File: config.mk
export PLATFORM = sky130hd
export DESIGN_NAME = nbg_div
export DESIGN_NICKNAME = d
export VERILOG_FILES = /design/src/rtl/nbg_pkg.sv /design/src/rtl/nbg_div.sv
export SDC_FILE = /design/constraint.sdc
export NUM_CORES = 1
export LEC_CHECK = 0
export BUFFER_PORTS_ARGS = -buffer_cell sky130_fd_sc_hd__buf_2
export CAP_MARGIN = 5
export CORE_MARGIN = 3
export CORE_UTILIZATION = 51
export CTS_CLUSTER_DIAMETER = 30
export DETAILED_ROUTE_END_ITERATION = 10
export GPL_TIMING_DRIVEN = 0
export MAX_ROUTING_LAYER = met4
export PLACE_DENSITY = 0.77
export SYNTH_ARGS = -nofsm -noshare
export SYNTH_HDL_FRONTEND = slang
export SYNTH_SLANG_ARGS = --single-unit
File: constraint.sdc
create_clock -name clk -period 3 [get_ports clk]
set_clock_uncertainty 0.2 [all_clocks]
set_input_delay 0 -clock clk [delete_from_list [all_inputs] [get_ports clk]]
set_output_delay 0 -clock clk [all_outputs]
set_load 0.01 [all_outputs]
File: src/rtl/nbg_pkg.sv
// Shared types and constants for the 1-D gravity step engine.
`timescale 1ns / 1ps
package nbg_pkg;

	localparam int MAX_POINTS = 16;
	localparam int IDX_W      = $clog2(MAX_POINTS);
	localparam int CNT_W      = $clog2(MAX_POINTS + 1);
	localparam int DIV_W      = 64;
	localparam int DSR_W      = 49;

	localparam logic [47:0] MAXV48 = 48'h7FFF_FFFF_FFFF;
	localparam logic [47:0] MINV48 = 48'h8000_0000_0000;
	localparam logic [60:0] AT2_CAP = 61'h1000_0000_0000_0000;

	localparam logic OP_LOAD = 1'b0;
	localparam logic OP_STEP = 1'b1;

	typedef logic [IDX_W-1:0] idx_t;
	typedef logic [CNT_W-1:0] cnt_t;

	typedef struct packed {
		logic [47:0] pos;
		logic [47:0] vel;
	} pv_t;

	typedef struct packed {
		logic [15:0] mass;
		logic [47:0] cf;
		logic        lsat;
		logic [47:0] nf;
		logic        coin;
		logic        sat;
	} bm_t;

	typedef struct packed {
		logic busy;
		logic done;
	} div_stat_t;

endpackage

File: src/rtl/nbg_div.sv
// Radix-2 restoring divider, one quotient bit per cycle.
`timescale 1ns / 1ps
module nbg_div (
	input  logic                           clk,
	input  logic                           arst_n,
	input  logic                           start,
	input  logic [nbg_pkg::DIV_W-1:0]      dividend,
	input  logic [nbg_pkg::DSR_W-1:0]      divisor,
	output logic [nbg_pkg::DIV_W-1:0]      quotient,
	output nbg_pkg::div_stat_t             stat
);

	localparam int CW = $clog2(nbg_pkg::DIV_W);

	logic                        busy_q;
	logic                        done_q;
	logic [CW-1:0]               cnt_q;
	logic [nbg_pkg::DIV_W-1:0]   dvd_q;
	logic [nbg_pkg::DSR_W-1:0]   dsr_q;
	logic [nbg_pkg::DSR_W-1:0]   rem_q;
	logic [nbg_pkg::DSR_W:0]     trial;
	logic                        fit;

	assign trial = {rem_q, dvd_q[nbg_pkg::DIV_W-1]};
	assign fit   = trial >= {1'b0, dsr_q};

	always_ff @(posedge clk or negedge arst_n) begin
		if (!arst_n) begin
			busy_q <= 1'b0;
			done_q <= 1'b0;
			cnt_q  <= '0;
		end else begin
			done_q <= 1'b0;
			if (start) begin
				busy_q <= 1'b1;
				cnt_q  <= '0;
			end else if (busy_q) begin
				cnt_q <= cnt_q + 1'b1;
				if (cnt_q == CW'(nbg_pkg::DIV_W - 1)) begin
					busy_q <= 1'b0;
					done_q <= 1'b1;
				end
			end
		end
	end

	always_ff @(posedge clk) begin
		if (start) begin
			dvd_q <= dividend;
			dsr_q <= divisor;
			rem_q <= '0;
		end else if (busy_q) begin
			rem_q <= fit ? nbg_pkg::DSR_W'(trial - {1'b0, dsr_q})
				: trial[nbg_pkg::DSR_W-1:0];
			dvd_q <= {dvd_q[nbg_pkg::DIV_W-2:0], fit};
		end
	end

	assign quotient  = dvd_q;
	assign stat.busy = busy_q;
	assign stat.done = done_q;

endmodule

==> metrics <==
share of post-route cells with drive strength above 1 36.3%; synthesis-stage register bit count 170; part of the power in registers 45.0%; Distinct cells, synth 72; Die Width 146 um; clk slew on worst S/H paths 0.08 ns; die area 0.0214 mm2; first-iteration detailed-routing DRC count 947; non-filler cells in the finished layout 1603; Req. time, crit path 3.16 ns; routability congestion estimate 0.914; FMAX 293 MHz; setup slack after layout -0.410 ns; Slew @ Worst Pin 1.23 ns; syn_area_per_cell 10.2 um2; vias in the first global route 9515; HP Class in2reg; max-cap violations 0; largest net degree at the start of global routing 66; buffers added on ports 181; CTS tree done; sequential-to-total area share from yosys stat 45.5%; DR vias/cell 6.00; Placed Cells 1424; sw frac 29.7%; Syn Nets 1150; IR Drop Worst-Case VDD 0.000385 V; CORE AREA 0.0190 mm2; setup TNS -11.31 ns; GR Overflow Total 0; internal power 0.00431 W; placed wire-length estimate 19.1 mm; # IOs 182; Die Y 146 um; Num CTS Buffers 17; RSZ-0062 raised after global routing true; Gate power share 16.2%; Pre-antenna DRT Iters 6; CTS Sinks 170; drt wl/cell 21.5 um; Sw Pwr 0.00182 W; GRT Total Usage 30.8%; ANT cells 0; crit path launch type register; CP Max Fanout 5; clk_lat worst skew 0.46 ns; warning count from the yosys run 0; filler instances 1151; initial antenna violation count 0; Slew HR 18.0%; Post-synth top flop edfxtp_1; routed via count 9622; outcome finished, violations left; H-tree levels 4; synth top area cells edfxtp_1, dfxtp_1, mux2_2; min cycle time layout 3.41 ns; Routed Antenna Nets 0; CTS root buffer clkbuf_16; CP endpoint kind register; FF/Latch Area 0.00458 mm2; Pwr Density 425 mW/mm2; Synth top area share 33.8%; global-route wire length before repair 50.7 mm; area leader, netlist edfxtp_1; Final Max Tran Viols 0; pre-CTS setup slack -1.08 ns; Initial Utilization 52.8%; Post-Syn Instances 983; Leakage 6.00 nW; Post-synth EDFFs 113; arrival time worst endpoint 3.57 ns; Clock Path Buffers 2; period utilization 114%; ys async rst share 4.71%; Cell Rows 50; critical path class reg2reg; area of the multi-input gates 0.00572 mm2; failing checks negative setup slack; Post-Syn Area 0.0100 mm2; endpoints failing hold 0; nets@finish 1497; clock power share 38.7%; Post-Route WL 34.5 mm; final setup violation count 50; area delta synth->final 43.5%; DRC 0
==> flip-flops by register name (all words and copies together) (netlist names) <==
register,flops
done_q,1
quotient,64
cnt_q,6
busy_q,1
dsr_q,49
rem_q,49
==> cell type report <==
type,count,share of cell area (%)
multi-input combinational,690,39.7
sequential,170,31.7
timing repair buffer,345,17.9
clock buffer,17,2.95
buffer,41,2.29
tap,260,2.26
inverter,65,1.69
clock inverter,15,1.45
==> cell usage in the layout, fill, tap and decap left out, types with 7 or more instances in the layout <==
master / n
a211oi_2: 10
a21oi_1: 45
ha_2: 14
dfrtp_1: 8
buf_2: 183
dfxtp_1: 48
clkinv_8: 7
inv_1: 57
xor2_1: 16
mux2_2: 63
o211ai_1: 9
nor3_1: 11
edfxtp_1: 113
buf_4: 34
dlygate4sd3_1: 115
nor2_1: 94
nand4_1: 17
buf_6: 12
o21ai_2: 12
xnor2_1: 24
clkbuf_1: 22
nand2b_1: 8
inv_2: 7
mux2i_1: 31
a21o_1: 23
clkbuf_16: 22
ha_1: 21
o21ai_0: 26
a211oi_1: 34
ha_4: 15
nand2_1: 53
nand3_1: 14
a21oi_2: 13
==> repair_timing <==
item | 4_1_cts | 5_1_grt
endpoints found under the hold margin | 121 | 0
gates cloned | 2 | 5
resized for setup | 108 | 108
buffers inserted | 26 | 18
hold buffers | 115 | 0
pin swaps | 44 | 62
setup endpoints to repair | 50 | 50
==> logic make-up after synthesis <==
| logic type | Yosys count | share of synthesized area [%] |
|---|---|---|
| AOI/OAI and AO/OA | 247 | 16.5 |
| xor gates and xnor gates | 41 | 3.57 |
| adders and majority gates | 51 | 6.43 |
| buffers and inverters | 123 | 5.52 |
| DFF | 170 | 45.5 |
| muxes | 100 | 10.8 |
| and+or+nand+nor | 251 | 11.6 |
==> per-layer routing <==
layer / up-vias / wire length, um / global-route usage, %
li1: 4298 / - / -
met1: 4573 / 13000 / 36.9
met2: 594 / 17200 / 51.5
met3: 157 / 2790 / 5.31
met4: 0 / 1560 / 12.9
met5: - / 0 / -
==> power groups by stage <==
stage	Clock [W]	Combinational [W]	Sequential, W
after floorplan	0	0.000396	0.00282
after global placement	0	0.000706	0.00278
after detailed placement	0	0.000720	0.00279
after CTS	0.00235	0.000895	0.00274
after global routing	0.00247	0.00106	0.00278
final	0.00237	0.000995	0.00276
==> worst paths after layout <==
kind	start	end	slack, ns	cells after the start
min reg2reg	rem_q[21]	rem_q[21]	0.30	2
min in group asynchronous	arst_n	busy_q	0.36	3
max in group asynchronous	arst_n	cnt_q[4]	1.98	3
min	divisor[8]	dsr_q[8]	0.05	2
max reg2reg	quotient[63]	rem_q[44]	-0.41	13
max	quotient[63]	rem_q[44]	-0.41	13
==> critical path: stages, from the launching register on <==
cell,delay (ns)
edfxtp_1,0.42
inv_1,0.09
ha_2,0.18
inv_2,0.04
fa_2,0.37
a21o_1,0.26
a221oi_4,0.29
o21a_4,0.22
o32a_1,0.26
a31oi_4,0.19
a21boi_4,0.27
mux2i_1,0.25
a31oi_1,0.11
nor3_1,0.17
==> synth_stat cells, types with 8 or more instances <==
cell	instances
dfrtp_1	8
o21ai_0	44
o211ai_1	9
nand3_1	16
a211oi_1	46
edfxtp_1	113
mux2_2	65
inv_1	64
nand4_1	17
a21oi_1	60
nor3_1	18
nand2b_1	9
nand2_1	61
clkbuf_1	38
a21o_1	23
ha_1	50
dfxtp_1	49
xor2_1	16
xnor2_1	25
mux2i_1	35
nor2_1	97
==> stage by stage <==
step	total power, W	hold slack [ns]	area, um2	util [%]
floorplan	0.00322	-0.496	10100	-
global placement	0.00349	-0.351	11300	59.5
detailed placement	0.00351	-0.346	11300	59.5
CTS	0.00599	0.0435	13800	72.5
global route	0.00631	0.0603	14400	75.8
finish	0.00613	0.0517	14400	75.8
No activity file was read; power rests on OpenSTA's default activity.
